File: src/rtl/rtspd_pkg.sv
// rtspd_pkg: constants, phase codes and shared structs of the rtsp interleaved deframer
// depends on nothing; imported by the parser, the output stage and the top level
`default_nettype none

package rtspd_pkg;

   // framing constants
   localparam logic [7:0] MARKER_BYTE      = 8'h24;
   localparam logic [7:0] CSRC_MASK        = 8'h0f;
   localparam int unsigned RTP_FIXED_HEADER = 12;
   localparam int unsigned CSRC_WORD_BYTES  = 4;

   // phase codes
   localparam logic [2:0] PH_HUNT    = 3'd0;
   localparam logic [2:0] PH_CHANNEL = 3'd1;
   localparam logic [2:0] PH_LEN_HI  = 3'd2;
   localparam logic [2:0] PH_LEN_LO  = 3'd3;
   localparam logic [2:0] PH_FIRST   = 3'd4;
   localparam logic [2:0] PH_HEADER  = 3'd5;
   localparam logic [2:0] PH_PAYLOAD = 3'd6;

   // one result of the parser, valid when a payload byte is produced
   typedef struct packed {
      logic        valid;
      logic [7:0]  payload_byte;
      logic        last_of_sample;
      logic [31:0] sample_number;
   } rtspd_result_type;

   // parser state seen by the top level
   typedef struct packed {
      logic [2:0]  phase;
      logic [15:0] bytes_left;
      logic [6:0]  header_left;
      logic [31:0] sample_counter;
   } rtspd_status_type;

endpackage

`default_nettype wire

File: src/rtl/rtspd_if.sv
// rtspd_req_if / rtspd_rsp_if: valid/ready channels of the deframer
// no dependencies; used by the output stage and the top level
`default_nettype none

// raw byte channel
interface rtspd_req_if;
   logic       valid;
   logic       ready;
   logic [7:0] in_byte;

   modport source (output valid, output in_byte, input ready);
   modport sink   (input valid, input in_byte, output ready);
endinterface

// payload byte channel
interface rtspd_rsp_if;
   logic        valid;
   logic        ready;
   logic [7:0]  payload_byte;
   logic        last_of_sample;
   logic [31:0] sample_number;

   modport source (output valid, output payload_byte, output last_of_sample,
                   output sample_number, input ready);
   modport sink   (input valid, input payload_byte, input last_of_sample,
                   input sample_number, output ready);
endinterface

`default_nettype wire

File: src/rtl/rtspd_parser.sv
// rtspd_parser: framing state machine and counters, one byte per step
// depends on rtspd_pkg
`default_nettype none

module rtspd_parser
   import rtspd_pkg::*;
(
   input  wire logic             clock,
   input  wire logic             reset,
   input  wire logic             step,
   input  wire logic [7:0]       in_byte,
   output rtspd_result_type      result,
   output rtspd_status_type      status
);

   localparam logic [6:0] HEADER_FIRST_LEFT = 7'(RTP_FIXED_HEADER - 1);

   logic [2:0]  phase_ff, phase_in;
   logic [15:0] packet_length_ff, packet_length_in;
   logic [15:0] bytes_left_ff, bytes_left_in;
   logic [6:0]  header_left_ff, header_left_in;
   logic [31:0] sample_counter_ff, sample_counter_in;

   logic [15:0] bytes_dec;
   logic [6:0]  header_dec;
   logic [15:0] full_length;
   logic [3:0]  csrc_count;

   assign bytes_dec   = bytes_left_ff - 16'd1;
   assign header_dec  = header_left_ff - 7'd1;
   assign full_length = packet_length_ff | {8'h00, in_byte};
   assign csrc_count  = in_byte[3:0] & CSRC_MASK[3:0];

   // next state and result for the byte at hand
   always_comb begin
      phase_in          = phase_ff;
      packet_length_in  = packet_length_ff;
      bytes_left_in     = bytes_left_ff;
      header_left_in    = header_left_ff;
      sample_counter_in = sample_counter_ff;
      result            = '0;
      case (phase_ff)
         PH_CHANNEL: begin
            phase_in = PH_LEN_HI;
         end
         PH_LEN_HI: begin
            packet_length_in = {in_byte, 8'h00};
            phase_in         = PH_LEN_LO;
         end
         PH_LEN_LO: begin
            packet_length_in = full_length;
            bytes_left_in    = full_length;
            phase_in         = (full_length == 16'd0) ? PH_HUNT : PH_FIRST;
         end
         PH_FIRST: begin
            bytes_left_in  = bytes_dec;
            // fixed header plus four bytes per csrc, less this byte
            header_left_in = HEADER_FIRST_LEFT
                             + 7'(csrc_count * 7'(CSRC_WORD_BYTES));
            phase_in       = (bytes_dec == 16'd0) ? PH_HUNT : PH_HEADER;
         end
         PH_HEADER: begin
            bytes_left_in  = bytes_dec;
            header_left_in = header_dec;
            if (bytes_dec == 16'd0) begin
               phase_in = PH_HUNT;
            end else if (header_dec == 7'd0) begin
               phase_in = PH_PAYLOAD;
            end
         end
         PH_PAYLOAD: begin
            bytes_left_in         = bytes_dec;
            result.valid          = 1'b1;
            result.payload_byte   = in_byte;
            result.last_of_sample = (bytes_dec == 16'd0);
            result.sample_number  = sample_counter_ff;
            if (bytes_dec == 16'd0) begin
               sample_counter_in = sample_counter_ff + 32'd1;
               phase_in          = PH_HUNT;
            end
         end
         default: begin
            // hunting, and the unused code
            phase_in = (in_byte == MARKER_BYTE) ? PH_CHANNEL : PH_HUNT;
         end
      endcase
   end

   // state registers
   always_ff @(posedge clock) begin
      if (reset) begin
         phase_ff          <= PH_HUNT;
         packet_length_ff  <= '0;
         bytes_left_ff     <= '0;
         header_left_ff    <= '0;
         sample_counter_ff <= '0;
      end else if (step) begin
         phase_ff          <= phase_in;
         packet_length_ff  <= packet_length_in;
         bytes_left_ff     <= bytes_left_in;
         header_left_ff    <= header_left_in;
         sample_counter_ff <= sample_counter_in;
      end
   end

   assign status.phase          = phase_ff;
   assign status.bytes_left     = bytes_left_ff;
   assign status.header_left    = header_left_ff;
   assign status.sample_counter = sample_counter_ff;

endmodule

`default_nettype wire

File: src/rtl/rtspd_out_stage.sv
// rtspd_out_stage: result register that drives the payload byte channel
// depends on rtspd_pkg and rtspd_rsp_if
`default_nettype none

module rtspd_out_stage
   import rtspd_pkg::*;
(
   input  wire logic              clock,
   input  wire logic              reset,
   input  wire logic              load,
   input  wire rtspd_result_type  result,
   output logic                   free,
   rtspd_rsp_if.source            rsp_chan
);

   logic        valid_ff, valid_in;
   logic [7:0]  byte_ff;
   logic        last_ff;
   logic [31:0] number_ff;

   // register can take a new value when empty or being drained
   assign free = !valid_ff || rsp_chan.ready;

   always_comb begin
      valid_in = valid_ff && !rsp_chan.ready;
      if (load) begin
         valid_in = result.valid;
      end
   end

   always_ff @(posedge clock) begin
      if (reset) begin
         valid_ff <= 1'b0;
      end else begin
         valid_ff <= valid_in;
      end
   end

   // payload, no reset
   always_ff @(posedge clock) begin
      if (load && result.valid) begin
         byte_ff   <= result.payload_byte;
         last_ff   <= result.last_of_sample;
         number_ff <= result.sample_number;
      end
   end

   assign rsp_chan.valid          = valid_ff;
   assign rsp_chan.payload_byte   = byte_ff;
   assign rsp_chan.last_of_sample = last_ff;
   assign rsp_chan.sample_number  = number_ff;

endmodule

`default_nettype wire

File: src/rtl/rtsp_interleaved_rtp_deframer_core.sv
// rtsp_interleaved_rtp_deframer_core: input register, parser and result register
// depends on rtspd_pkg, rtspd_if, rtspd_parser and rtspd_out_stage
//
//   channel    dir  payload                                        transaction
//   req_chan   in   in_byte[7:0]                                    valid & ready
//   rsp_chan   out  payload_byte[7:0] last_of_sample sample_number  valid & ready
//
// one byte a cycle while the result channel is not stalled: a byte enters the input
// register, the parser works on it once the result register has room, and its result, if
// any, is loaded into the result register at the same edge that steps the parser.
// synchronous reset returns the parser to hunting for the marker and empties both
// registers. a stalled result holds the input register; a new byte is taken as long
// as the input register is empty or moves on in the same cycle.
`default_nettype none

module rtsp_interleaved_rtp_deframer_core
   import rtspd_pkg::*;
(
   input  wire logic     clock,
   input  wire logic     reset,
   rtspd_req_if.sink     req_chan,
   rtspd_rsp_if.source   rsp_chan
);

   logic             in_valid_ff, in_valid_in;
   logic [7:0]       in_byte_ff;
   logic             out_free;
   logic             step;
   rtspd_result_type result;
   rtspd_status_type status;

   // input register moves on when the result register has room
   assign step           = in_valid_ff && out_free;
   assign req_chan.ready = !in_valid_ff || out_free;

   always_comb begin
      in_valid_in = in_valid_ff && !step;
      if (req_chan.valid && req_chan.ready) begin
         in_valid_in = 1'b1;
      end
   end

   always_ff @(posedge clock) begin
      if (reset) begin
         in_valid_ff <= 1'b0;
      end else begin
         in_valid_ff <= in_valid_in;
      end
   end

   always_ff @(posedge clock) begin
      if (req_chan.valid && req_chan.ready) begin
         in_byte_ff <= req_chan.in_byte;
      end
   end

   // framing state machine
   rtspd_parser u_parser (
      .clock   (clock),
      .reset   (reset),
      .step    (step),
      .in_byte (in_byte_ff),
      .result  (result),
      .status  (status)
   );

   // result register
   rtspd_out_stage u_out_stage (
      .clock    (clock),
      .reset    (reset),
      .load     (step),
      .result   (result),
      .free     (out_free),
      .rsp_chan (rsp_chan)
   );

`ifndef SYNTHESIS
   // payload phase always has bytes still to come
   a_payload_has_bytes: assert property (@(posedge clock) disable iff (reset)
      status.phase == PH_PAYLOAD |-> status.bytes_left != 16'd0)
      else $error("payload phase with no bytes left");

   // header phase always has header bytes still to come
   a_header_has_bytes: assert property (@(posedge clock) disable iff (reset)
      status.phase == PH_HEADER |-> status.header_left != 7'd0)
      else $error("header phase with no header bytes left");

   // the last byte of a sample advances the sample counter by one
   a_sample_advance: assert property (@(posedge clock) disable iff (reset)
      step && result.valid && result.last_of_sample |=>
         status.sample_counter == $past(status.sample_counter) + 32'd1)
      else $error("sample counter did not advance after last byte");

   // a stalled result keeps the input register full
   a_stall_holds_input: assert property (@(posedge clock) disable iff (reset)
      rsp_chan.valid && !rsp_chan.ready && in_valid_ff |-> !req_chan.ready)
      else $error("byte accepted while input register is blocked");
`endif

endmodule

`default_nettype wire
File: src/flat_wrapper.sv
// flat-port wrapper written by rule: the top's interface ports become plain ports
module rtsp_interleaved_rtp_deframer_core_flat import rtspd_pkg::*;
  (clock, reset, req_chan_valid, req_chan_in_byte, req_chan_ready, rsp_chan_valid, rsp_chan_payload_byte, rsp_chan_last_of_sample, rsp_chan_sample_number, rsp_chan_ready);
  rtspd_req_if req_chan_i ();
  rtspd_rsp_if rsp_chan_i ();
  input  wire logic clock;
  input  wire logic reset;
  input wire logic [$bits(req_chan_i.valid)-1:0] req_chan_valid;
  input wire logic [$bits(req_chan_i.in_byte)-1:0] req_chan_in_byte;
  output wire logic [$bits(req_chan_i.ready)-1:0] req_chan_ready;
  output wire logic [$bits(rsp_chan_i.valid)-1:0] rsp_chan_valid;
  output wire logic [$bits(rsp_chan_i.payload_byte)-1:0] rsp_chan_payload_byte;
  output wire logic [$bits(rsp_chan_i.last_of_sample)-1:0] rsp_chan_last_of_sample;
  output wire logic [$bits(rsp_chan_i.sample_number)-1:0] rsp_chan_sample_number;
  input wire logic [$bits(rsp_chan_i.ready)-1:0] rsp_chan_ready;
  assign req_chan_i.valid = req_chan_valid;
  assign req_chan_i.in_byte = req_chan_in_byte;
  assign req_chan_ready = req_chan_i.ready;
  assign rsp_chan_valid = rsp_chan_i.valid;
  assign rsp_chan_payload_byte = rsp_chan_i.payload_byte;
  assign rsp_chan_last_of_sample = rsp_chan_i.last_of_sample;
  assign rsp_chan_sample_number = rsp_chan_i.sample_number;
  assign rsp_chan_i.ready = rsp_chan_ready;
  rtsp_interleaved_rtp_deframer_core u_core (.clock(clock), .reset(reset), .req_chan(req_chan_i), .rsp_chan(rsp_chan_i));
endmodule
File: config.mk
export PLATFORM = sky130hd
export DESIGN_NAME = rtsp_interleaved_rtp_deframer_core_flat
export DESIGN_NICKNAME = d
export VERILOG_FILES = /design/src/rtl/rtspd_pkg.sv /design/src/rtl/rtspd_if.sv /design/src/rtl/rtspd_parser.sv /design/src/rtl/rtspd_out_stage.sv /design/src/rtl/rtsp_interleaved_rtp_deframer_core.sv /design/src/flat_wrapper.sv
export SDC_FILE = /design/constraint.sdc
export NUM_CORES = 1
export LEC_CHECK = 0
export BUFFER_PORTS_ARGS = -buffer_cell sky130_fd_sc_hd__buf_2
export CAP_MARGIN = 10
export CORE_UTILIZATION = 54
export DETAILED_ROUTE_END_ITERATION = 10
export MAX_ROUTING_LAYER = met4
export PLACE_DENSITY = 0.86
export RECOVER_POWER = 50
export SYNTH_ARGS = -nofsm -noshare
export SYNTH_HDL_FRONTEND = slang
export SYNTH_SLANG_ARGS = --single-unit
export TNS_END_PERCENT = 100
File: constraint.sdc
create_clock -name clock -period 3.1 [get_ports clock]
set_input_delay 0.465 -clock clock [delete_from_list [all_inputs] [get_ports clock]]
set_output_delay 0.465 -clock clock [all_outputs]
set_load 0.005 [all_outputs]
==> run summary <==
P&R area growth vs syn -> 17.7%
Crit end category -> flip-flop
MaxCap Viol Count -> 0
Logic pwr share -> 1.5%
Seq/Total Area, Yosys -> 50.3%
Final setup violating endpoints -> 0
Vias per inst -> 6.27
Initial antenna violation count -> 0
Mapped Area -> 0.00595 mm2
Leakage -> 0.00224 uW
Post-Synthesis Cells -> 642
Final GP Congestion -> 0.921
Ys Warns -> 0
Hpwl dp -> 9720 um
WL final -> 14600 um
Utilization after layout -> 66.7%
Minimum clock period -> 3.01 ns
Main synth FF type -> dfxtp_1
WP data arrival -> 3.43 ns
Post-synthesis mux area share -> 0.904%
#FFs+latches synth -> 125
Post-synthesis compound-gate area fraction -> 16.4%
Reg clk slew, reported paths -> 0.06 ns
Commonest non-fill, non-tap cell in the layout -> dfxtp_1
Max VDD drop -> 0.345 mV
Post-Synth Adder-Cell Area -> 1.26%
Clock network power share -> 50.6%
Final Power -> 3600 uW
Switching part of the total -> 22.5%
Die width -> 107 um
Run status -> finished, final reports clean
Detailed Routing Iterations Pass 1 -> 6
DRC viols -> 0
CP Max Fanout -> 5
DIE AREA -> 0.0114 mm2
Fmax -> 332 MHz
IO Pins -> 55
Largest family of logic cells by synthesized area -> simple AND/OR/NAND/NOR gates
Layout cells sized above 1 -> 16.3%
Die Ht -> 107 um
Worst Skew -> 0.0141 ns
Critical Path Start Type -> flip-flop
Total CTS buffers -> 17
Final Hold Viols -> 0
Simple-gate area share of the yosys netlist -> 26.6%
Pwr per Cell Area -> 514 mW/mm2
EDFF count, synth -> 49
Vias in the first global route -> 5000
Post-synth net total -> 660
Clock Path Buffers -> 2
First-pass GRT wire length -> 23800 um
P_sw -> 811 uW
CTS sink cnt -> 125
Drt first-iter violations -> 490
PortBufs -> 54
Root Driver -> clkbuf_8
H-tree Lvls -> 4
Worst min path class -> input port to flip-flop
Core area -> 0.0105 mm2
Row cnt -> 37
Leading cell types in the layout, fill and taps excluded -> dfxtp_1, nor2_1, nand2_1
Hold Buf Count CTS -> 0
Actual slew at the worst max-slew pin -> 1.34 ns
Synth top area share -> 25.6%
WL per Instance -> 17.2 um
CTS tree -> done
Syn avg cell area -> 9.27 um2
CP required -> 3.52 ns
Global route overflow -> 0
Fin. max-slew vios -> 0
Rel. slew slack -> 11.0%
Post-route ant nets -> 0
Post-synth top area cell -> dfxtp_1
Internal -> 2790 uW
DR vias -> 5320
Starting Density -> 56.6%
Synth area leaders -> dfxtp_1, edfxtp_1, a21oi_1
Setup TNS -> 0 ns
Crit Path Class -> flip-flop to flip-flop
Fillers -> 796
Post-synth cell types -> 66
# nets final -> 718
Antenna diodes -> 0
Flop pwr share -> 47.9%
Tcrit/Tclk final -> 97.1%
XOR/XNOR share of the synthesized area -> 0.736%
Overall routing resource usage -> 27.5%
Skew-Pair Late Insertion Delay -> 0.54 ns
Asr flop ratio synth -> 0%
Largest net degree at the start of global routing -> 57
[routing by layer]
layer | GRT usage (%) | part of all wire (%) | wire (um) | up-vias
met5 | - | 0 | 0 | -
met1 | 32.5 | 40 | 5780 | 2511
li1 | - | - | - | 2506
met4 | 14.1 | 3.3 | 478 | 0
met3 | 6.14 | 7.1 | 1040 | 53
met2 | 44.4 | 50 | 7280 | 250
[worst max-delay path: stages, from the launching register on]
cell,delay [ns]
dfxtp_2,0.34
or4_4,0.56
or4b_4,0.50
and3_4,0.20
a311oi_4,0.30
nand3_2,0.13
or4_1,0.54
mux2_1,0.32
[final cells by class]
type	instances	area [um2]	share of cell area (%)
tap	136	170	2.43
clock inverter	13	116	1.66
sequential	125	3000	42.7
clock buffer	19	422	6.02
timing repair buffer	80	452	6.45
multi-input combinational	460	2790	39.8
inverter	16	60.1	0.857
[worst paths after layout]
| kind | depth (start not counted) | endpoint | slack, ns | start |
|---|---|---|---|---|
| worst min register to register | 2 | u_core.u_parser.packet_length_ff[10]$_SDFFE_PP0P_ | 0.48 | u_core.u_parser.packet_length_ff[10]$_SDFFE_PP0P_ |
| worst min-delay path | 1 | u_core.in_byte_ff[1]$_DFFE_PP_ | 0.11 | req_chan_in_byte[1] |
| worst max-delay path | 7 | u_core.u_parser.sample_counter_ff[29]$_SDFFE_PP0P_ | 0.09 | u_core.u_parser.bytes_left_ff[0]$_SDFFE_PP0P_ |
| worst max register to register | 7 | u_core.u_parser.sample_counter_ff[29]$_SDFFE_PP0P_ | 0.09 | u_core.u_parser.bytes_left_ff[0]$_SDFFE_PP0P_ |
[what timing repair did]
action | 4_1_cts | 5_1_grt
setup endpoints to repair | 0 | 22
gates resized for setup | 0 | 10
buffers inserted | 0 | 1
[cell families (layout without fill, tap and decap cells)]
kind of cell | count (synthesis) | in the layout
flops | 125 | 125
fa+ha+maj | 6 | 6
compound gates | 154 | 154
simple gates | 290 | 290
buf+inv | 57 | 128
xor+xnor | 5 | 5
mux | 5 | 5
[synth_stat cells (3+ instances only)]
master    number
o31ai_1       22
nand3b_1       5
clkbuf_1      37
dfxtp_1       76
nand2_1       56
nand4_1       12
a211oi_1       4
xor2_1         4
a21oi_1       55
and4_1         3
or3_1          6
and2_1        37
nor3_1        21
inv_1         15
o22ai_1        4
and3_1         5
nand4b_1       3
edfxtp_1      49
nor2_1        60
nand2b_1       7
o21ai_0       27
nand3_1       18
or4_1         22
ha_1           6
nor4_1        14
nor2b_1        6
a22oi_1       14
[registers in the layout (all words and copies together), names as in the netlist]
register                                    flops
u_core.u_parser.header_left_ff                  7
u_core.in_byte_ff                               8
u_core.in_valid_ff                              1
u_core.u_parser.sample_counter_ff              32
u_core.u_parser.bytes_left_ff                  16
u_core.u_parser.packet_length_ff               16
u_core.u_out_stage.rsp_chan.valid               1
u_core.u_out_stage.rsp_chan.sample_number      32
u_core.u_out_stage.rsp_chan.payload_byte        8
u_core.u_out_stage.rsp_chan.last_of_sample      1
u_core.u_parser.phase_ff                        3
[metrics by stage]
step	std cells	instance area, um2	hold WS, ns	setup slack (ns)
2_1_floorplan	642	5960	0.446	0.0364
4_1_cts	848	6970	0.0959	0.0216
6_report	849	7010	0.106	0.0886
3_3_place_gp	816	6430	0.470	0.120
5_1_grt	849	7010	0.0845	-0.0133
3_5_place_dp	816	6430	0.478	0.0529
[power groups by stage]
stage          Clock, uW  Sequential [uW]  Combinational, uW
2_1_floorplan          0             1750               39.9
3_3_place_gp           0             1760               50.8
3_5_place_dp           0             1760               53.8
4_1_cts             1840             1730               54.2
5_1_grt             1920             1730               59.4
6_report            1820             1730               53.9
(Power assumes the default switching activity.)
